<file path="src/hdl/mcc_pkg.sv">
// Shared types, constants and the month length table of the minute calendar clock.
`default_nettype none

package mcc_pkg;

	// Command codes carried in the cmd field of a request beat
	typedef enum logic {
		CMD_TICK = 1'b0,
		CMD_SET  = 1'b1
	} cmd_e_t;

	// Time and date as held in the counters and shown on the result channel
	typedef struct packed {
		logic [4:0] hour;
		logic [5:0] minute;
		logic [4:0] day;
		logic [3:0] month;
		logic [6:0] year;
	} cal_t;

	localparam logic [5:0] INIT_MINUTE = 6'd0;
	localparam logic [4:0] INIT_HOUR   = 5'd0;
	localparam logic [4:0] INIT_DAY    = 5'd1;
	localparam logic [3:0] INIT_MONTH  = 4'd1;
	localparam logic [6:0] INIT_YEAR   = 7'd0;

	localparam logic [6:0] MINUTES_PER_HOUR = 7'd60;
	localparam logic [5:0] HOURS_PER_DAY    = 6'd24;
	localparam logic [4:0] MONTHS_LIMIT     = 5'd13;
	localparam logic [7:0] YEARS_LIMIT      = 8'd100;
	localparam logic [3:0] MONTH_FEB        = 4'd2;
	localparam logic [5:0] LEAP_DAY         = 6'd29;

	// Days in a month; codes outside January to December count as 31 days
	function automatic logic [4:0] month_length(input logic [3:0] m);
		logic [4:0] len;
		unique case (m)
			4'd2:                    len = 5'd28;
			4'd4, 4'd6, 4'd9, 4'd11: len = 5'd30;
			default:                 len = 5'd31;
		endcase
		return len;
	endfunction

endpackage

`default_nettype wire

</file>
<file path="src/hdl/mcc_if.sv">
// Request and result channel interfaces of the minute calendar clock.
`default_nettype none

interface mcc_req_if;
	logic       valid;
	logic       ready;
	logic       cmd;
	logic [4:0] set_hour;
	logic [5:0] set_minute;
	logic [4:0] set_day;
	logic [3:0] set_month;
	logic [6:0] set_year;

	modport source (
		output valid, cmd, set_hour, set_minute, set_day, set_month, set_year,
		input  ready
	);
	modport sink (
		input  valid, cmd, set_hour, set_minute, set_day, set_month, set_year,
		output ready
	);
endinterface

interface mcc_rsp_if;
	logic       valid;
	logic       ready;
	logic [4:0] hour;
	logic [5:0] minute;
	logic [4:0] day;
	logic [3:0] month;
	logic [6:0] year;

	modport source (
		output valid, hour, minute, day, month, year,
		input  ready
	);
	modport sink (
		input  valid, hour, minute, day, month, year,
		output ready
	);
endinterface

`default_nettype wire

</file>
<file path="src/hdl/minute_calendar_clock.sv">
// Top level of the minute calendar clock: request register, counters and result channel.
`default_nettype none

// Minute calendar clock. Each request beat is either a one-minute tick or a set
// command that loads hour, minute, day, month and two-digit year as given, even
// out of calendar range. Every beat returns exactly one result beat holding the
// time and date after it. The block takes one beat per cycle while the result
// side keeps accepting: a request lands in a request register, and the cascaded
// minute, hour, day, month and year compares and increments then update the
// counters, which double as the result register. When the result side stalls,
// one more request is still taken into the request register; after that
// req.ready follows rsp.ready. After reset the clock reads 00:00 on day 1 of
// month 1, year 0. February has 28 days plus day 29 in years divisible by four.
module minute_calendar_clock (
	input  wire       clk,
	input  wire       arst_n,
	mcc_req_if.sink   req,
	mcc_rsp_if.source rsp
);
	import mcc_pkg::*;

	logic   valid_s1;
	cmd_e_t cmd_s1;
	cal_t   set_s1;
	cal_t   cal_q;
	cal_t   cal_next;
	logic   rsp_valid_q;
	logic   req_fire;
	logic   step;

	// Advance the counters whenever the held request can hand its result on
	assign step      = valid_s1 && (!rsp_valid_q || rsp.ready);
	assign req.ready = !valid_s1 || step;
	assign req_fire  = req.valid && req.ready;

	// Hold the accepted request beat; payload needs no reset
	always_ff @(posedge clk or negedge arst_n) begin
		if (!arst_n) begin
			valid_s1 <= 1'b0;
		end else if (req_fire) begin
			valid_s1 <= 1'b1;
		end else if (step) begin
			valid_s1 <= 1'b0;
		end
	end

	always_ff @(posedge clk) begin
		if (req_fire) begin
			cmd_s1        <= cmd_e_t'(req.cmd);
			set_s1.hour   <= req.set_hour;
			set_s1.minute <= req.set_minute;
			set_s1.day    <= req.set_day;
			set_s1.month  <= req.set_month;
			set_s1.year   <= req.set_year;
		end
	end

	mcc_advance u_advance (
		.cur (cal_q),
		.cmd (cmd_s1),
		.set (set_s1),
		.nxt (cal_next)
	);

	// Counters are the calendar state and the result payload at once
	always_ff @(posedge clk or negedge arst_n) begin
		if (!arst_n) begin
			cal_q.hour   <= INIT_HOUR;
			cal_q.minute <= INIT_MINUTE;
			cal_q.day    <= INIT_DAY;
			cal_q.month  <= INIT_MONTH;
			cal_q.year   <= INIT_YEAR;
			rsp_valid_q  <= 1'b0;
		end else begin
			if (step) begin
				cal_q <= cal_next;
			end
			if (step) begin
				rsp_valid_q <= 1'b1;
			end else if (rsp.ready) begin
				rsp_valid_q <= 1'b0;
			end
		end
	end

	assign rsp.valid  = rsp_valid_q;
	assign rsp.hour   = cal_q.hour;
	assign rsp.minute = cal_q.minute;
	assign rsp.day    = cal_q.day;
	assign rsp.month  = cal_q.month;
	assign rsp.year   = cal_q.year;

	// A set beat shows its own fields in the result it produces
	a_set_loads: assert property (@(posedge clk) disable iff (!arst_n)
		step && (cmd_s1 == CMD_SET) |=> rsp.valid && (cal_q == $past(set_s1)))
		else $error("set command not loaded into the counters");

	// A tick from an in-range minute below 59 only advances the minute
	a_tick_minute: assert property (@(posedge clk) disable iff (!arst_n)
		step && (cmd_s1 == CMD_TICK) && (cal_q.minute < 6'd59)
		|=> (cal_q.minute == $past(cal_q.minute) + 6'd1)
			&& (cal_q.hour == $past(cal_q.hour)) && (cal_q.day == $past(cal_q.day)))
		else $error("tick did not advance the minute alone");

	// An empty request register always takes a beat
	a_ready_when_empty: assert property (@(posedge clk) disable iff (!arst_n)
		!valid_s1 |-> req.ready)
		else $error("request refused with empty request register");

	// Counters move only when a result is produced
	a_hold_when_idle: assert property (@(posedge clk) disable iff (!arst_n)
		!step |=> $stable(cal_q))
		else $error("counters changed without a beat");

endmodule

`default_nettype wire

</file>
<file path="src/hdl/mcc_advance.sv">
// Next time and date from the current one for a tick or a set command.
`default_nettype none

module mcc_advance (
	input  mcc_pkg::cal_t   cur,
	input  mcc_pkg::cmd_e_t cmd,
	input  mcc_pkg::cal_t   set,
	output mcc_pkg::cal_t   nxt
);
	import mcc_pkg::*;

	cal_t       ticked;
	logic [6:0] min_inc;
	logic [5:0] hour_inc;
	logic [5:0] day_inc;
	logic [4:0] month_inc;
	logic [7:0] year_inc;
	logic       leap_feb;

	assign min_inc   = {1'b0, cur.minute} + 7'd1;
	assign hour_inc  = {1'b0, cur.hour} + 6'd1;
	assign day_inc   = {1'b0, cur.day} + 6'd1;
	assign month_inc = {1'b0, cur.month} + 5'd1;
	assign year_inc  = {1'b0, cur.year} + 8'd1;
	assign leap_feb  = (cur.month == MONTH_FEB) && (cur.year[1:0] == 2'b00)
		&& (day_inc == LEAP_DAY);

	always_comb begin
		ticked = cur;
		if (min_inc < MINUTES_PER_HOUR) begin
			ticked.minute = min_inc[5:0];
		end else begin
			// carry into the hour; an out-of-range minute drops the limit once
			ticked.minute = 6'(min_inc - MINUTES_PER_HOUR);
			if (hour_inc < HOURS_PER_DAY) begin
				ticked.hour = hour_inc[4:0];
			end else begin
				ticked.hour = 5'(hour_inc - HOURS_PER_DAY);
				if ((cur.day < month_length(cur.month)) || leap_feb) begin
					ticked.day = day_inc[4:0];
				end else begin
					ticked.day = 5'd1;
					if (month_inc < MONTHS_LIMIT) begin
						ticked.month = month_inc[3:0];
					end else begin
						ticked.month = 4'd1;
						ticked.year  = (year_inc >= YEARS_LIMIT) ? 7'd0 : year_inc[6:0];
					end
				end
			end
		end
	end

	assign nxt = (cmd == CMD_SET) ? set : ticked;

endmodule

`default_nettype wire

</file>
<file path="src/flat_wrapper.sv">
// flat-port wrapper written by rule: the top's interface ports become plain ports
module minute_calendar_clock_flat import mcc_pkg::*;
  (clk, arst_n, req_valid, req_cmd, req_set_hour, req_set_minute, req_set_day, req_set_month, req_set_year, req_ready, rsp_valid, rsp_hour, rsp_minute, rsp_day, rsp_month, rsp_year, rsp_ready);
  mcc_req_if req_i ();
  mcc_rsp_if rsp_i ();
  input  wire clk;
  input  wire arst_n;
  input wire logic [$bits(req_i.valid)-1:0] req_valid;
  input wire logic [$bits(req_i.cmd)-1:0] req_cmd;
  input wire logic [$bits(req_i.set_hour)-1:0] req_set_hour;
  input wire logic [$bits(req_i.set_minute)-1:0] req_set_minute;
  input wire logic [$bits(req_i.set_day)-1:0] req_set_day;
  input wire logic [$bits(req_i.set_month)-1:0] req_set_month;
  input wire logic [$bits(req_i.set_year)-1:0] req_set_year;
  output wire logic [$bits(req_i.ready)-1:0] req_ready;
  output wire logic [$bits(rsp_i.valid)-1:0] rsp_valid;
  output wire logic [$bits(rsp_i.hour)-1:0] rsp_hour;
  output wire logic [$bits(rsp_i.minute)-1:0] rsp_minute;
  output wire logic [$bits(rsp_i.day)-1:0] rsp_day;
  output wire logic [$bits(rsp_i.month)-1:0] rsp_month;
  output wire logic [$bits(rsp_i.year)-1:0] rsp_year;
  input wire logic [$bits(rsp_i.ready)-1:0] rsp_ready;
  assign req_i.valid = req_valid;
  assign req_i.cmd = req_cmd;
  assign req_i.set_hour = req_set_hour;
  assign req_i.set_minute = req_set_minute;
  assign req_i.set_day = req_set_day;
  assign req_i.set_month = req_set_month;
  assign req_i.set_year = req_set_year;
  assign req_ready = req_i.ready;
  assign rsp_valid = rsp_i.valid;
  assign rsp_hour = rsp_i.hour;
  assign rsp_minute = rsp_i.minute;
  assign rsp_day = rsp_i.day;
  assign rsp_month = rsp_i.month;
  assign rsp_year = rsp_i.year;
  assign rsp_i.ready = rsp_ready;
  minute_calendar_clock u_core (.clk(clk), .arst_n(arst_n), .req(req_i), .rsp(rsp_i));
endmodule
</file>
<file path="config.mk">
export PLATFORM = sky130hd
export DESIGN_NAME = minute_calendar_clock_flat
export DESIGN_NICKNAME = d
export VERILOG_FILES = /design/src/hdl/mcc_pkg.sv /design/src/hdl/mcc_if.sv /design/src/hdl/minute_calendar_clock.sv /design/src/hdl/mcc_advance.sv /design/src/flat_wrapper.sv
export SDC_FILE = /design/constraint.sdc
export NUM_CORES = 1
export LEC_CHECK = 0
export ABC_AREA = 1
export BUFFER_PORTS_ARGS = -buffer_cell sky130_fd_sc_hd__buf_4
export CAP_MARGIN = 20
export CORE_AREA = 5 5 112 61
export CTS_CLUSTER_SIZE = 14
export DETAILED_ROUTE_END_ITERATION = 12
export DIE_AREA = 0 0 117 66
export PLACE_DENSITY = 0.84
export SETUP_SLACK_MARGIN = 0.3
export SLEW_MARGIN = 25
export SYNTH_ARGS = -nofsm -noshare
export SYNTH_HDL_FRONTEND = slang
export SYNTH_SLANG_ARGS = --single-unit
</file>
<file path="constraint.sdc">
create_clock -name clk -period 2.3 [get_ports clk]
set_input_delay 0.115 -clock clk [delete_from_list [all_inputs] [get_ports clk]]
set_output_delay 0.115 -clock clk [all_outputs]
set_load 0.005 [all_outputs]
</file>
==> impl_results.html, run 1 <==
<table>
<tr><th>Metric</th><th>Value</th></tr>
<tr><th colspan="2">Floorplan</th></tr>
<tr><td>Die area</td><td>7720 sq um</td></tr>
<tr><td>Die width</td><td>approximately 120 um</td></tr>
<tr><td>Y dimension of the die</td><td>between 60 and 70 um</td></tr>
<tr><td>Number of top-level design ports</td><td>61</td></tr>
<tr><td>Core footprint</td><td>approximately 5800 sq um</td></tr>
<tr><td>Number of cell rows</td><td>20</td></tr>
<tr><td>Initial standard-cell utilization of the core</td><td>52.6%</td></tr>
<tr><th colspan="2">Synth</th></tr>
<tr><td>Flop and latch count out of synthesis</td><td>57</td></tr>
<tr><td>Number of synthesized flops with an enable pin</td><td>28</td></tr>
<tr><td>Synth Cell Area</td><td>around 3100 sq um</td></tr>
<tr><td>Total nets after synthesis</td><td>between 300 and 400</td></tr>
<tr><td>Main flop type after synthesis</td><td>edfxtp_1</td></tr>
<tr><td>Avg Cell Area, Syn</td><td>a little over 9 sq um</td></tr>
<tr><td>Share of synthesized area occupied by flip-flops and latches</td><td>51.4%</td></tr>
<tr><td>Post-synthesis instance total</td><td>335</td></tr>
<tr><td>Number of synthesis warnings</td><td>0</td></tr>
<tr><td>Count of cell types in the netlist</td><td>39</td></tr>
<tr><td>Share of synthesized flip-flops with an asynchronous set or reset</td><td>50.9%</td></tr>
<tr><th colspan="2">Power and ir drop</th></tr>
<tr><td>Cell area power density</td><td>1120 nW/um^2</td></tr>
<tr><td>Lkg Pwr</td><td>2.01 nW</td></tr>
<tr><td>Final Power</td><td>0.00497 W</td></tr>
<tr><td>Worst vdd ir</td><td>a little under 0.7 mV</td></tr>
<tr><th colspan="2">Clock network</th></tr>
<tr><td>Root buffer selected by CTS</td><td>clkbuf_16</td></tr>
<tr><td>Number of sinks handled by clock tree synthesis</td><td>57</td></tr>
<tr><td>Number of buffers between clock root and the deepest sink</td><td>2</td></tr>
<tr><td>Source-to-sink clock delay at the later pin of the worst-skew pair</td><td>around 0.33 ns</td></tr>
<tr><td>Depth of the CTS H-tree</td><td>3</td></tr>
<tr><td>CTS Buf Count</td><td>9</td></tr>
<tr><td>Clock tree from TritonCTS</td><td>yes</td></tr>
<tr><td>CTS clk-pin slew, worst paths</td><td>~0.05 ns</td></tr>
<tr><th colspan="2">Placement</th></tr>
<tr><td>Count of buffers from port buffering</td><td>60</td></tr>
<tr><td>Global placer's final weighted congestion</td><td>0.945</td></tr>
<tr><td>HPWL after detailed placement</td><td>5190 um</td></tr>
<tr><td>Placed Area</td><td>3580 sq um</td></tr>
<tr><th colspan="2">Worst hold path</th></tr>
<tr><td>Min-delay src</td><td>rsp_ready</td></tr>
<tr><td>Class of the tightest hold or removal check</td><td>primary input to flip-flop</td></tr>
<tr><td>Number of stages on the worst hold path</td><td>4</td></tr>
<tr><th colspan="2">Global route</th></tr>
<tr><td>Via count of the first global-routing pass</td><td>2485</td></tr>
<tr><td>Global-route met1 utilization</td><td>29.2%</td></tr>
<tr><td>GR Overflow Total</td><td>0</td></tr>
<tr><td>GR met2 Demand/Resource</td><td>between 30% and 40%</td></tr>
<tr><td>Antenna violations before repair</td><td>0</td></tr>
<tr><td>GR peak layer</td><td>met2</td></tr>
<tr><td>Global routing usage on met3</td><td>approximately 7.7%</td></tr>
<tr><td>Global router's overall resource usage</td><td>21.7%</td></tr>
<tr><td>First-pass GRT wire length</td><td>12300 um</td></tr>
<tr><td>Largest net degree at the start of global routing</td><td>34</td></tr>
<tr><th colspan="2">Setup path</th></tr>
<tr><td>Number of buffer and inverter stages on the critical path</td><td>2</td></tr>
<tr><td>Critical path startpoint</td><td>u_core.rsp.month[0]</td></tr>
<tr><td>Dominant delay contributor by cell family on the critical path</td><td>simple AND/OR/NAND/NOR gates</td></tr>
<tr><td>Data required time of the critical path</td><td>2.52 ns</td></tr>
<tr><td>Worst Path Class, Setup</td><td>flip-flop to flip-flop</td></tr>
<tr><td>Reg-to-Reg Start</td><td>u_core.rsp.month[0]</td></tr>
<tr><td>Critical path depth</td><td>14</td></tr>
<tr><td>Kind of end point of the critical path</td><td>flip-flop</td></tr>
<tr><td>Chain of cells forming the critical path</td><td>inv_2 &gt; ha_4 &gt; inv_4 &gt; nor2_4 &gt; ha_4 &gt; nand2_2 &gt; nor2_2 &gt; nand2_1 &gt; nand2_2 &gt; nand2_4 &gt; o21bai_4 &gt; nand3_4 &gt; nand2_1 &gt; nand2_1</td></tr>
<tr><td>Startpoint type of the worst setup path</td><td>flip-flop</td></tr>
<tr><td>Data arrival time of the critical path</td><td>2.28 ns</td></tr>
<tr><td>Length in cells of the worst reg-to-reg path</td><td>14</td></tr>
<tr><td>Largest driver fanout on the critical path</td><td>7</td></tr>
<tr><td>Largest stage delay on the critical path</td><td>between 0.5 and 0.6 ns</td></tr>
<tr><td>Slowest-stage cell, CP</td><td>dfstp_2</td></tr>
<tr><td>Critical Path Most Common Cell</td><td>nand2_1</td></tr>
<tr><th colspan="2">Cells and area</th></tr>
<tr><td>Share of cells above drive strength 1</td><td>33.9%</td></tr>
<tr><td>Antenna cells</td><td>0</td></tr>
<tr><td>Layout overhead on the synthesized area</td><td>45.3%</td></tr>
<tr><td>Final non-filler cell area</td><td>4440 sq um</td></tr>
<tr><td>Final layout net count</td><td>just under 500</td></tr>
<tr><td># fillers</td><td>367</td></tr>
<tr><th colspan="2">STA</th></tr>
<tr><td>Post-route clock skew</td><td>approximately 0.0061 ns</td></tr>
<tr><td>Slew at the pin closest to its max-slew limit</td><td>0.579 ns</td></tr>
<tr><td>Worst slack on hold paths</td><td>0.0676 ns</td></tr>
<tr><td>Max_slew headroom</td><td>61.4%</td></tr>
<tr><td>Number of pins exceeding their max-slew limit in the final report</td><td>0</td></tr>
<tr><td>Setup repair after global routing missed its margin</td><td>true</td></tr>
<tr><td>Final total negative setup slack</td><td>0 ns</td></tr>
<tr><td>Maximum achievable frequency</td><td>0.486 GHz</td></tr>
<tr><td>Number of hold violations in the final report</td><td>0</td></tr>
<tr><td>Final cycle utilization of the critical path</td><td>89.5%</td></tr>
<tr><td>Min Tclk post-route</td><td>2.06 ns</td></tr>
<tr><td>Number of failing setup endpoints in the final timing report</td><td>0</td></tr>
<tr><th colspan="2">Routing</th></tr>
<tr><td>Routed Antenna Nets</td><td>0</td></tr>
<tr><td>WL final</td><td>approximately 8400 um</td></tr>
<tr><td>Number of vias in the routed layout</td><td>2790</td></tr>
<tr><td>Routed length per placed instance</td><td>about 16 um</td></tr>
<tr><td>Residual DRC</td><td>0</td></tr>
<tr><td>Via-to-Cell Ratio</td><td>5.30</td></tr>
<tr><td>TritonRoute pass-1 iters</td><td>5</td></tr>
<tr><td>Initial detailed-routing violation count</td><td>about 320</td></tr>
<tr><th colspan="2">Run status</th></tr>
<tr><td>Status</td><td>finished clean</td></tr>
<tr><th colspan="2">Run</th></tr>
<tr><td># Max-Cap Violations</td><td>0</td></tr>
</table>
## state kept, by name, summed over array words and instances (netlist names)
register,flops
u_core.valid_s1,1
u_core.rsp.minute,6
u_core.rsp.hour,5
u_core.rsp.valid,1
u_core.rsp.day,5
u_core.set_s1,27
u_core.cmd_s1,1
u_core.rsp.year,7
u_core.rsp.month,4
## repair_timing
action                                  in CTS  in global routing
endpoints found under the setup margin      14                 19
hold buffers                                30                  0
pin swaps                                   15                 26
setup buffers                                4                  6
hold endpoints to repair                    56                  0
gates cloned                                 0                  1
resized for setup                            6                 39
## layout make-up
cell class | count | area, sq um | share of cell area, %
Clock inverter | 6 | 45.0 | 1.02
Sequential cell | 57 | 1570 | 35.4
Tap cell | 77 | 96.3 | 2.17
Clock buffer | 10 | 229 | 5.16
Multi-Input combinational cell | 243 | 1490 | 33.5
Inverter | 28 | 108 | 2.43
Timing Repair Buffer | 105 | 901 | 20.3
## worst min-delay path, cell delays in order
cell and delay (ns):
buf_4 0.08, inv_1 0.04, nand2_1 0.07, nand2_1 0.05
## per-stage QoR
stage                     util, %  setup slack, ns  std cells
final                        76.4            0.242        526
after global routing         76.4            0.158        526
after CTS                    72.8            0.166        519
after detailed placement     61.7           0.0377        469
after global placement       61.7            0.113        469
after floorplan                 -            0.302        335
## where the power goes
part           internal [W]  switching [W]
Combinational      0.000957        0.00105
Clock              0.000728       0.000479
Sequential          0.00136       0.000401
Total               0.00304        0.00193
## synthesized netlist by cell type (all sizes together) (2+ instances only)
library cell / count / share of area, %
a21oi: 6 / 1.4
or2: 2 / 0.41
nand3: 36 / 8.1
nor2: 24 / 3.4
edfxtp: 28 / 28
nand4: 3 / 0.61
nand2: 114 / 14
clkbuf: 4 / 0.49
ha: 12 / 4.9
inv: 27 / 3.3
xor2: 5 / 1.4
dfrtp: 27 / 22
dfstp: 2 / 1.7
buf: 3 / 1.1
a31oi: 2 / 0.41
o21ai: 24 / 4.3
o31ai: 2 / 0.49
xnor2: 6 / 2.0
## cell usage in the layout (no fill, tap or decap), drive strengths merged, types with 2 or more instances in the layout
cell,Yosys,layout
or2,2,2
xnor2,6,6
nand4,3,3
xor2,5,5
ha,12,12
clkinvlp,0,3
a31oi,2,2
clkbuf,4,11
dfrtp,27,27
dfstp,2,2
clkinv,1,4
dlygate4sd3,0,30
o21ai,24,24
buf,3,74
a21oi,6,6
inv,27,27
nor2,24,24
nand2,114,114
o31ai,2,2
edfxtp,28,28
nand3,36,36
## logic make-up after synthesis
kind of cell | Yosys count | share of synthesized area, %
adders and majority gates | 12 | 4.92
DFF | 57 | 51.4
buffers and inverters | 35 | 5.08
xor gates and xnor gates | 11 | 3.40
and+or+nand+nor | 181 | 27.4
AOI/OAI and AO/OA | 39 | 7.79
## layer usage
layer / wire (um) / up-vias
met1: 3610 / 1307
met3: 636 / 23
met5: 0 / -
met2: 3980 / 128
li1: - / 1332
met4: 215 / 0
## final timing paths
path	slack, ns	to
worst min register to register	0.52	u_core.rsp.minute[3]
worst max-delay path	0.24	u_core.rsp.year[3]
worst max register to register	0.24	u_core.rsp.year[3]
min in group asynchronous	0.25	u_core.valid_s1
max in group asynchronous	1.72	u_core.rsp.month[0]
worst min-delay path	0.07	u_core.rsp.valid
Note: power is estimated with default switching activity, not from simulation.
==> run 2: changes to the inputs <==
Settings changed: ABC_AREA 1 to default, CORE_AREA 5 5 112 61 to 2 2 112 60, DIE_AREA 0 0 117 66 to 0 0 114 62, PLACE_DENSITY 0.84 to 0.83.
==> impl_results.html, run 2 <==
<table>
<tr><th>Metric</th><th>Value</th></tr>
<tr><th colspan="2">Routing</th></tr>
<tr><td>Highest Signal Layer</td><td>met4 (unchanged)</td></tr>
<tr><td>Number of vias in the routed layout</td><td>2956 (was 2790)</td></tr>
<tr><td>Routed metal-1 wire length</td><td>4130 um (was 3610 um)</td></tr>
<tr><td>Routed length on met3</td><td>730 um (was 636 um)</td></tr>
<tr><td>Initial detailed-routing violation count</td><td>224 (was 321)</td></tr>
<tr><td>WL final</td><td>9310 um (was 8450 um)</td></tr>
<tr><td>Routed length per placed instance</td><td>17.7 um (was 16.1 um)</td></tr>
<tr><td>Routed met2 length</td><td>4330 um (was 3980 um)</td></tr>
<tr><td>Residual DRC</td><td>0 (unchanged)</td></tr>
<tr><td>Via-to-Cell Ratio</td><td>5.63 (was 5.30)</td></tr>
<tr><td>TritonRoute pass-1 iters</td><td>4 (was 5)</td></tr>
<tr><td>Routed Antenna Nets</td><td>0 (unchanged)</td></tr>
<tr><th colspan="2">Power and ir drop</th></tr>
<tr><td>Worst vdd ir</td><td>0.539 mV (was 0.691 mV)</td></tr>
<tr><td>Lkg Pwr</td><td>2.00 nW (was 2.01 nW)</td></tr>
<tr><td>Cell area power density</td><td>1130 nW/um^2 (was 1120 nW/um^2)</td></tr>
<tr><th colspan="2">Setup path</th></tr>
<tr><td>Critical path startpoint</td><td>u_core.rsp.month[0] (unchanged)</td></tr>
<tr><td>Startpoint type of the worst setup path</td><td>flip-flop (unchanged)</td></tr>
<tr><td>End of the critical path</td><td>u_core.rsp.year[0] (was u_core.rsp.year[3])</td></tr>
<tr><td>FF-to-FF End</td><td>u_core.rsp.year[0] (was u_core.rsp.year[3])</td></tr>
<tr><td>Kind of end point of the critical path</td><td>flip-flop (unchanged)</td></tr>
<tr><td>Data required time of the critical path</td><td>2.51 ns (was 2.52 ns)</td></tr>
<tr><td>Largest driver fanout on the critical path</td><td>7 (unchanged)</td></tr>
<tr><td>Length in cells of the worst reg-to-reg path</td><td>11 (was 14)</td></tr>
<tr><td>Reg-to-Reg Start</td><td>u_core.rsp.month[0] (unchanged)</td></tr>
<tr><td>Data arrival time of the critical path</td><td>2.42 ns (was 2.28 ns)</td></tr>
<tr><td>Setup slack on the worst flop-to-flop path</td><td>0.09 ns (was 0.24 ns)</td></tr>
<tr><td>Worst Path Class, Setup</td><td>flip-flop to flip-flop (unchanged)</td></tr>
<tr><th colspan="2">Cells and area</th></tr>
<tr><td>Final layout net count</td><td>484 (was 488)</td></tr>
<tr><td>Register name with the most flops</td><td>u_core.set_s1 (unchanged)</td></tr>
<tr><td>Antenna cells</td><td>0 (unchanged)</td></tr>
<tr><td>Biggest registers after layout</td><td>u_core.set_s1 x27, u_core.rsp.year x7, u_core.rsp.minute x6 (unchanged)</td></tr>
<tr><td>Layout overhead on the synthesized area</td><td>49.5% (was 45.3%)</td></tr>
<tr><td>Max reg flops</td><td>27 (unchanged)</td></tr>
<tr><td>Final non-filler cell area</td><td>4800 sq um (was 4440 sq um)</td></tr>
<tr><td>Most used cells in the layout excluding fill and tap cells</td><td>buf_4, nand2_1, dlygate4sd3_1 (was nand2_1, buf_4, dlygate4sd3_1)</td></tr>
<tr><td>Final core area utilization</td><td>76.8% (was 76.4%)</td></tr>
<tr><td>Share of cells above drive strength 1</td><td>38.7% (was 33.9%)</td></tr>
<tr><td>Most common cell after layout, fill and taps aside</td><td>buf_4 (was nand2_1)</td></tr>
<tr><th colspan="2">Floorplan</th></tr>
<tr><td>Number of cell rows</td><td>21 (was 20)</td></tr>
<tr><td>Die area</td><td>7070 sq um (was 7720 sq um)</td></tr>
<tr><td>Die width</td><td>114 um (was 117 um)</td></tr>
<tr><td>Initial standard-cell utilization of the core</td><td>51.4% (was 52.6%)</td></tr>
<tr><td>Y dimension of the die</td><td>62 um (was 66 um)</td></tr>
<tr><td>Core footprint</td><td>6250 sq um (was 5810 sq um)</td></tr>
<tr><td>Number of top-level design ports</td><td>61 (unchanged)</td></tr>
<tr><th colspan="2">Global route</th></tr>
<tr><td>GR Overflow Total</td><td>0 (unchanged)</td></tr>
<tr><td>Largest net degree at the start of global routing</td><td>30 (was 34)</td></tr>
<tr><td>Global router's overall resource usage</td><td>27.4% (was 21.7%)</td></tr>
<tr><td>Via count of the first global-routing pass</td><td>2965 (was 2485)</td></tr>
<tr><td>Antenna violations before repair</td><td>0 (unchanged)</td></tr>
<tr><td>First-pass GRT wire length</td><td>14200 um (was 12300 um)</td></tr>
<tr><th colspan="2">Clock network</th></tr>
<tr><td>Number of buffers between clock root and the deepest sink</td><td>2 (unchanged)</td></tr>
<tr><td>CTS Buf Count</td><td>9 (unchanged)</td></tr>
<tr><td>Number of sinks handled by clock tree synthesis</td><td>57 (unchanged)</td></tr>
<tr><td>Root buffer selected by CTS</td><td>clkbuf_16 (unchanged)</td></tr>
<tr><td>Source-to-sink clock delay at the later pin of the worst-skew pair</td><td>0.34 ns (was 0.33 ns)</td></tr>
<tr><td>Depth of the CTS H-tree</td><td>3 (unchanged)</td></tr>
<tr><td>CTS clk-pin slew, worst paths</td><td>0.06 ns (was 0.05 ns)</td></tr>
<tr><td>Clock tree from TritonCTS</td><td>yes (unchanged)</td></tr>
<tr><th colspan="2">Synth</th></tr>
<tr><td>Number of synthesis warnings</td><td>0 (unchanged)</td></tr>
<tr><td>Flop and latch count out of synthesis</td><td>57 (unchanged)</td></tr>
<tr><td>Top-count cell post-synth</td><td>nand2_1 (unchanged)</td></tr>
<tr><td>Largest cells by area after synthesis</td><td>edfxtp_1, dfrtp_1, ha_1 (was edfxtp_1, dfrtp_1, nand2_1)</td></tr>
<tr><td>Share of synthesized area occupied by flip-flops and latches</td><td>48.9% (was 51.4%)</td></tr>
<tr><td>Portion of synthesized cell area occupied by the leading cell type</td><td>26.2% (was 27.5%)</td></tr>
<tr><td>Synth Cell Area</td><td>3210 sq um (was 3050 sq um)</td></tr>
<tr><td>Total nets after synthesis</td><td>356 (was 379)</td></tr>
<tr><td>Share of synthesized flip-flops with an asynchronous set or reset</td><td>50.9% (unchanged)</td></tr>
<tr><td>Commonest cells in the synthesized netlist</td><td>nand2_1, edfxtp_1, dfrtp_1 (unchanged)</td></tr>
<tr><td>Count of cell types in the netlist</td><td>67 (was 39)</td></tr>
<tr><td>Post-synthesis instance total</td><td>312 (was 335)</td></tr>
<tr><td>Avg Cell Area, Syn</td><td>10.3 sq um (was 9.11 sq um)</td></tr>
<tr><td>Top cell type by total area after synthesis</td><td>edfxtp_1 (unchanged)</td></tr>
<tr><td>Main flop type after synthesis</td><td>edfxtp_1 (unchanged)</td></tr>
<tr><td>Number of synthesized flops with an enable pin</td><td>28 (unchanged)</td></tr>
<tr><th colspan="2">STA</th></tr>
<tr><td>Maximum achievable frequency</td><td>0.452 GHz (was 0.486 GHz)</td></tr>
<tr><td>Slew at the pin closest to its max-slew limit</td><td>0.513 ns (was 0.579 ns)</td></tr>
<tr><td>Max_slew headroom</td><td>65.8% (was 61.4%)</td></tr>
<tr><td>Setup repair after global routing missed its margin</td><td>true (unchanged)</td></tr>
<tr><td>Post-route clock skew</td><td>0.00805 ns (was 0.00608 ns)</td></tr>
<tr><td>Number of failing setup endpoints in the final timing report</td><td>0 (unchanged)</td></tr>
<tr><td>Final cycle utilization of the critical path</td><td>96.2% (was 89.5%)</td></tr>
<tr><td>Number of pins exceeding their max-slew limit in the final report</td><td>0 (unchanged)</td></tr>
<tr><td>Min Tclk post-route</td><td>2.21 ns (was 2.06 ns)</td></tr>
<tr><td>Number of hold violations in the final report</td><td>0 (unchanged)</td></tr>
<tr><th colspan="2">Run status</th></tr>
<tr><td>Status</td><td>finished clean (unchanged)</td></tr>
<tr><th colspan="2">Placement</th></tr>
<tr><td>HPWL after detailed placement</td><td>5590 um (was 5190 um)</td></tr>
<tr><td>Count of buffers from port buffering</td><td>60 (unchanged)</td></tr>
<tr><td>Placed Area</td><td>3820 sq um (was 3580 sq um)</td></tr>
<tr><td>Global placer's final weighted congestion</td><td>0.882 (was 0.945)</td></tr>
<tr><th colspan="2">Run</th></tr>
<tr><td># Max-Cap Violations</td><td>0 (unchanged)</td></tr>
<tr><th colspan="2">Worst hold path</th></tr>
<tr><td>Class of the tightest hold or removal check</td><td>primary input to flip-flop (unchanged)</td></tr>
<tr><td>Number of stages on the worst hold path</td><td>3 (was 4)</td></tr>
</table>
-- run 2: changes by cell type after synthesis, sizes merged, moves of 7 or more --
| cell | delta |
|---|---|
| a21oi | +16 |
| a31oi | +7 |
| clkbuf | +7 |
| inv | -12 |
| nand2 | -80 |
| nand3 | -20 |
-- run 2: worst min path at each step --
stage,slack (ns),end,start
2_1_floorplan,-0.18,u_core.rsp.day[1],arst_n
3_3_place_gp,0.08,u_core.rsp.hour[1],arst_n
6_report,0.1,u_core.valid_s1,rsp_ready
4_1_cts,0.1,u_core.valid_s1,rsp_ready
5_1_grt,0.10,u_core.valid_s1,rsp_ready
3_5_place_dp,0.08,u_core.rsp.month[3],arst_n
-- run 2: per-layer routing --
layer,track usage [%],vias to the layer above
met5,0,-
met4,11.3,0
met3,9.51,15
met2,45.0,123
met1,34.1,1403
li1,-,1415
-- run 2: timing repair --
action | in CTS | in global routing
setup buffers | 13 | 11
endpoints found under the hold margin | 56 | 0
resized for setup | 15 | 27
setup endpoints to repair | 23 | 23
pin swaps | 13 | 19
cloned | 1 | 0
hold buffers | 30 | 0
-- run 2: metrics by stage --
stage                     hold WS, ns  setup slack (ns)  setup TNS [ns]  total power (W)  std cells
after global placement         0.0775            0.0314               0          0.00345        454
after CTS                      0.0990             0.101               0          0.00507        514
after global routing            0.104           -0.0118         -0.0210          0.00575        525
final                          0.0954            0.0870               0          0.00541        525
after detailed placement       0.0822           -0.0507         -0.0507          0.00353        454
after floorplan                -0.181             0.108               0          0.00275        312
-- run 2: cell families (layout without fill, tap and decap cells) --
kind of cell               after synthesis  in the layout  share of synthesized area (%)
muxes                                    8              8                           2.61
and+or+nand+nor                        102            102                           15.7
DFF                                     57             57                           48.9
buffers and inverters                   32            165                           5.41
xor gates and xnor gates                 7              7                           1.91
adders and majority gates               12             12                           4.67
AOI/OAI and AO/OA                       94             94                           20.8
-- run 2: area by class of cell --
type / count / area, sq um
inverter: 15 / 56.3
clock inverter: 7 / 71.3
clock buffer: 9 / 225
fill: 401 / 1450
tap: 80 / 100
multi-input combinational: 223 / 1680
timing repair buffer: 134 / 1100
sequential: 57 / 1570
-- run 2: critical path, stage by stage (launching register included) --
cell	delay (ns)
dfstp_2	0.54
inv_2	0.05
ha_4	0.15
nor3b_4	0.15
ha_4	0.28
nor2_4	0.04
nor2_2	0.09
a41o_1	0.19
o211ai_1	0.14
buf_4	0.21
a221oi_2	0.18
a21oi_1	0.07
-- run 2: where the power goes --
group	switching (W)	total [W]	internal (W)
logic	0.00115	0.00236	0.00122
registers	0.000399	0.00173	0.00133
clock network	0.000486	0.00132	0.000834
total	0.00203	0.00541	0.00338
==> run 3: changes to the inputs <==
Settings changed: ABC_CLOCK_PERIOD_IN_PS from default to 2300, BUFFER_PORTS_ARGS -buffer_cell sky130_fd_sc_hd__buf_4 to default, DONT_BUFFER_PORTS from default to 1, PLACE_DENSITY 0.83 to 0.74.
==> impl_results.html, run 3 (synthesis results as in run 2) <==
<table>
<tr><th>Metric</th><th>Value</th></tr>
<tr><th colspan="2">Setup path</th></tr>
<tr><td>Kind of end point of the critical path</td><td>flip-flop (unchanged)</td></tr>
<tr><td>Data required time of the critical path</td><td>2.49 ns (was 2.51 ns)</td></tr>
<tr><td>FF-to-FF End</td><td>u_core.rsp.month[3] (was u_core.rsp.year[0])</td></tr>
<tr><td>Worst Path Class, Setup</td><td>flip-flop to flip-flop (unchanged)</td></tr>
<tr><td>Reg-to-Reg Start</td><td>u_core.rsp.month[0] (unchanged)</td></tr>
<tr><td>Largest driver fanout on the critical path</td><td>4 (was 7)</td></tr>
<tr><td>Length in cells of the worst reg-to-reg path</td><td>11 (unchanged)</td></tr>
<tr><td>Setup slack on the worst flop-to-flop path</td><td>0.13 ns (was 0.09 ns)</td></tr>
<tr><td>Data arrival time of the critical path</td><td>2.36 ns (was 2.42 ns)</td></tr>
<tr><td>Startpoint type of the worst setup path</td><td>flip-flop (unchanged)</td></tr>
<tr><th colspan="2">Cells and area</th></tr>
<tr><td>Biggest registers after layout</td><td>u_core.set_s1 x27, u_core.rsp.year x7, u_core.rsp.minute x6 (unchanged)</td></tr>
<tr><td>Register cell area after layout</td><td>1580 sq um (was 1570 sq um)</td></tr>
<tr><td>Layout overhead on the synthesized area</td><td>37.3% (was 49.5%)</td></tr>
<tr><td>Register name with the most flops</td><td>u_core.set_s1 (unchanged)</td></tr>
<tr><td>Share of cells above drive strength 1</td><td>30.8% (was 38.7%)</td></tr>
<tr><td>Final non-filler cell area</td><td>4410 sq um (was 4800 sq um)</td></tr>
<tr><td>Area taken by multi-input logic gates</td><td>1750 sq um (was 1680 sq um)</td></tr>
<tr><td>Most used cells in the layout excluding fill and tap cells</td><td>nand2_1, buf_4, dlygate4sd3_1 (was buf_4, nand2_1, dlygate4sd3_1)</td></tr>
<tr><td># fillers</td><td>462 (was 401)</td></tr>
<tr><td>Max reg flops</td><td>27 (unchanged)</td></tr>
<tr><td>Antenna cells</td><td>0 (unchanged)</td></tr>
<tr><td>Final layout net count</td><td>422 (was 484)</td></tr>
<tr><th colspan="2">STA</th></tr>
<tr><td>Final total negative setup slack</td><td>0 ns (unchanged)</td></tr>
<tr><td>Maximum achievable frequency</td><td>0.460 GHz (was 0.452 GHz)</td></tr>
<tr><td>Max_slew headroom</td><td>60.0% (was 65.8%)</td></tr>
<tr><td>Number of hold violations in the final report</td><td>0 (unchanged)</td></tr>
<tr><td>Number of pins exceeding their max-slew limit in the final report</td><td>0 (unchanged)</td></tr>
<tr><td>Number of failing setup endpoints in the final timing report</td><td>0 (unchanged)</td></tr>
<tr><td>Post-route clock skew</td><td>0.00948 ns (was 0.00805 ns)</td></tr>
<tr><td>Setup repair after global routing missed its margin</td><td>true (unchanged)</td></tr>
<tr><td>Min Tclk post-route</td><td>2.17 ns (was 2.21 ns)</td></tr>
<tr><td>Slew at the pin closest to its max-slew limit</td><td>0.599 ns (was 0.513 ns)</td></tr>
<tr><td>Worst slack on hold paths</td><td>0.0384 ns (was 0.0954 ns)</td></tr>
<tr><td>Final cycle utilization of the critical path</td><td>94.5% (was 96.2%)</td></tr>
<tr><th colspan="2">Clock network</th></tr>
<tr><td>CTS clk-pin slew, worst paths</td><td>0.05 ns (was 0.06 ns)</td></tr>
<tr><td>Source-to-sink clock delay at the later pin of the worst-skew pair</td><td>0.33 ns (was 0.34 ns)</td></tr>
<tr><td>Number of buffers between clock root and the deepest sink</td><td>2 (unchanged)</td></tr>
<tr><td>Depth of the CTS H-tree</td><td>3 (unchanged)</td></tr>
<tr><td>Clock tree from TritonCTS</td><td>yes (unchanged)</td></tr>
<tr><td>Root buffer selected by CTS</td><td>clkbuf_16 (unchanged)</td></tr>
<tr><td>Number of sinks handled by clock tree synthesis</td><td>57 (unchanged)</td></tr>
<tr><td>CTS Buf Count</td><td>9 (unchanged)</td></tr>
<tr><th colspan="2">Floorplan</th></tr>
<tr><td>Core footprint</td><td>6250 sq um (unchanged)</td></tr>
<tr><td>Die area</td><td>7070 sq um (unchanged)</td></tr>
<tr><td>Initial standard-cell utilization of the core</td><td>51.4% (unchanged)</td></tr>
<tr><td>Y dimension of the die</td><td>62 um (unchanged)</td></tr>
<tr><td>Number of top-level design ports</td><td>61 (unchanged)</td></tr>
<tr><td>Number of cell rows</td><td>21 (unchanged)</td></tr>
<tr><td>Die width</td><td>114 um (unchanged)</td></tr>
<tr><th colspan="2">Global route</th></tr>
<tr><td>Global router's overall resource usage</td><td>24.2% (was 27.4%)</td></tr>
<tr><td>Antenna violations before repair</td><td>0 (unchanged)</td></tr>
<tr><td>Largest net degree at the start of global routing</td><td>30 (unchanged)</td></tr>
<tr><td>First-pass GRT wire length</td><td>12400 um (was 14200 um)</td></tr>
<tr><td>Via count of the first global-routing pass</td><td>2427 (was 2965)</td></tr>
<tr><td>GR Overflow Total</td><td>0 (unchanged)</td></tr>
<tr><th colspan="2">Run status</th></tr>
<tr><td>Status</td><td>finished clean (unchanged)</td></tr>
<tr><th colspan="2">Routing</th></tr>
<tr><td>TritonRoute pass-1 iters</td><td>4 (unchanged)</td></tr>
<tr><td>Routed length per placed instance</td><td>18.9 um (was 17.7 um)</td></tr>
<tr><td>Via-to-Cell Ratio</td><td>5.84 (was 5.63)</td></tr>
<tr><td>WL final</td><td>8760 um (was 9310 um)</td></tr>
<tr><td>Initial detailed-routing violation count</td><td>280 (was 224)</td></tr>
<tr><td>Number of vias in the routed layout</td><td>2705 (was 2956)</td></tr>
<tr><td>Routed Antenna Nets</td><td>0 (unchanged)</td></tr>
<tr><td>Residual DRC</td><td>0 (unchanged)</td></tr>
<tr><th colspan="2">Placement</th></tr>
<tr><td>Global placer's final weighted congestion</td><td>0.926 (was 0.882)</td></tr>
<tr><td>Placed Area</td><td>3380 sq um (was 3820 sq um)</td></tr>
<tr><td>Count of buffers from port buffering</td><td>0 (was 60)</td></tr>
<tr><td>HPWL after detailed placement</td><td>5140 um (was 5590 um)</td></tr>
<tr><th colspan="2">Power and ir drop</th></tr>
<tr><td>Lkg Pwr</td><td>1.72 nW (was 2.00 nW)</td></tr>
<tr><td>Cell area power density</td><td>1140 nW/um^2 (was 1130 nW/um^2)</td></tr>
<tr><td>Worst vdd ir</td><td>0.577 mV (was 0.539 mV)</td></tr>
<tr><th colspan="2">Worst hold path</th></tr>
<tr><td>Worst Hold Path EP</td><td>u_core.valid_s1 (unchanged)</td></tr>
<tr><td>Min-delay src</td><td>rsp_ready (unchanged)</td></tr>
<tr><td>Class of the tightest hold or removal check</td><td>primary input to flip-flop (unchanged)</td></tr>
<tr><td>Number of stages on the worst hold path</td><td>2 (was 3)</td></tr>
<tr><th colspan="2">Run</th></tr>
<tr><td># Max-Cap Violations</td><td>0 (unchanged)</td></tr>
</table>
run 3: cell count changes in the layout (fill, tap and decap cells not counted), moves of 2 or more:
cell / delta
nand2_2: +2
dfrtp_2: +3
buf_1: +2
buf_4: -68
nand2_1: -2
buf_6: +2
ha_2: -2
o221ai_1: -2
o21ai_0: -3
o221ai_2: +3
clkinv_2: +2
dfrtp_1: -3
clkinvlp_4: -2
a21oi_1: -2
run 3: area by class of cell:
type | count | share of cell area [%]
multi-input combinational | 223 | 39.6
sequential | 57 | 35.8
timing repair buffer | 72 | 14.6
clock buffer | 9 | 5.11
tap | 80 | 2.27
clock inverter | 7 | 1.39
inverter | 15 | 1.28
run 3: how the worst max path moves through the flow:
| stage | from | end | slack, ns | cells after the start |
|---|---|---|---|---|
| global route | u_core.rsp.year[1] | u_core.rsp.year[6] | 0.05 | 8 |
| CTS | u_core.rsp.month[0] | u_core.rsp.year[2] | 0.13 | 11 |
| global placement | u_core.rsp.month[0] | u_core.rsp.day[4] | 0.1 | 10 |
| finish | u_core.rsp.month[0] | u_core.rsp.month[3] | 0.13 | 11 |
| detailed placement | u_core.rsp.month[0] | u_core.rsp.day[4] | -0.006 | 10 |
| floorplan | u_core.rsp.month[0] | u_core.rsp.month[3] | 0.11 | 9 |
run 3: stage by stage:
step	setup WS (ns)	util, %	cells	power, W
floorplan	0.108	-	312	0.00275
global placement	0.0992	54.1	397	0.00317
detailed placement	-0.00619	54.1	397	0.00321
CTS	0.134	66.9	456	0.00475
global route	0.0485	70.5	463	0.00532
finish	0.126	70.5	463	0.00503
run 3: power breakdown:
part / switching (W) / leakage [nW] / total (W) / internal, W
clock network: 0.000459 / 0.144 / 0.00128 / 0.000824
registers: 0.000417 / 0.593 / 0.00175 / 0.00134
logic: 0.00106 / 0.982 / 0.00200 / 0.000939
total: 0.00194 / 1.72 / 0.00503 / 0.00310
run 3: layer usage:
layer / share of wire [%] / track usage (%) / routed length [um]
met1: 47 / 33.4 / 4110
met3: 8.8 / 8.05 / 775
met4: 0.61 / 8.36 / 53
met2: 44 / 36.3 / 3820
met5: 0 / 0 / 0
run 3: critical path, stage by stage (launching register included):
cell	delay, ns
dfstp_2	0.53
inv_2	0.05
ha_4	0.15
nor3b_4	0.15
ha_4	0.25
nor2_4	0.10
nor2_1	0.05
buf_4	0.15
a21oi_4	0.25
buf_6	0.14
o31a_1	0.11
o211ai_1	0.10
run 3: what timing repair did:
| item | 4_1_cts | 5_1_grt |
|---|---|---|
| setup buffers | 11 | 6 |
| setup endpoints to repair | 21 | 24 |
| gates resized for setup | 24 | 42 |
| endpoints found under the hold margin | 59 | 0 |
| pin swaps | 11 | 19 |
| cloned | 0 | 1 |
| hold buffers | 32 | 0 |
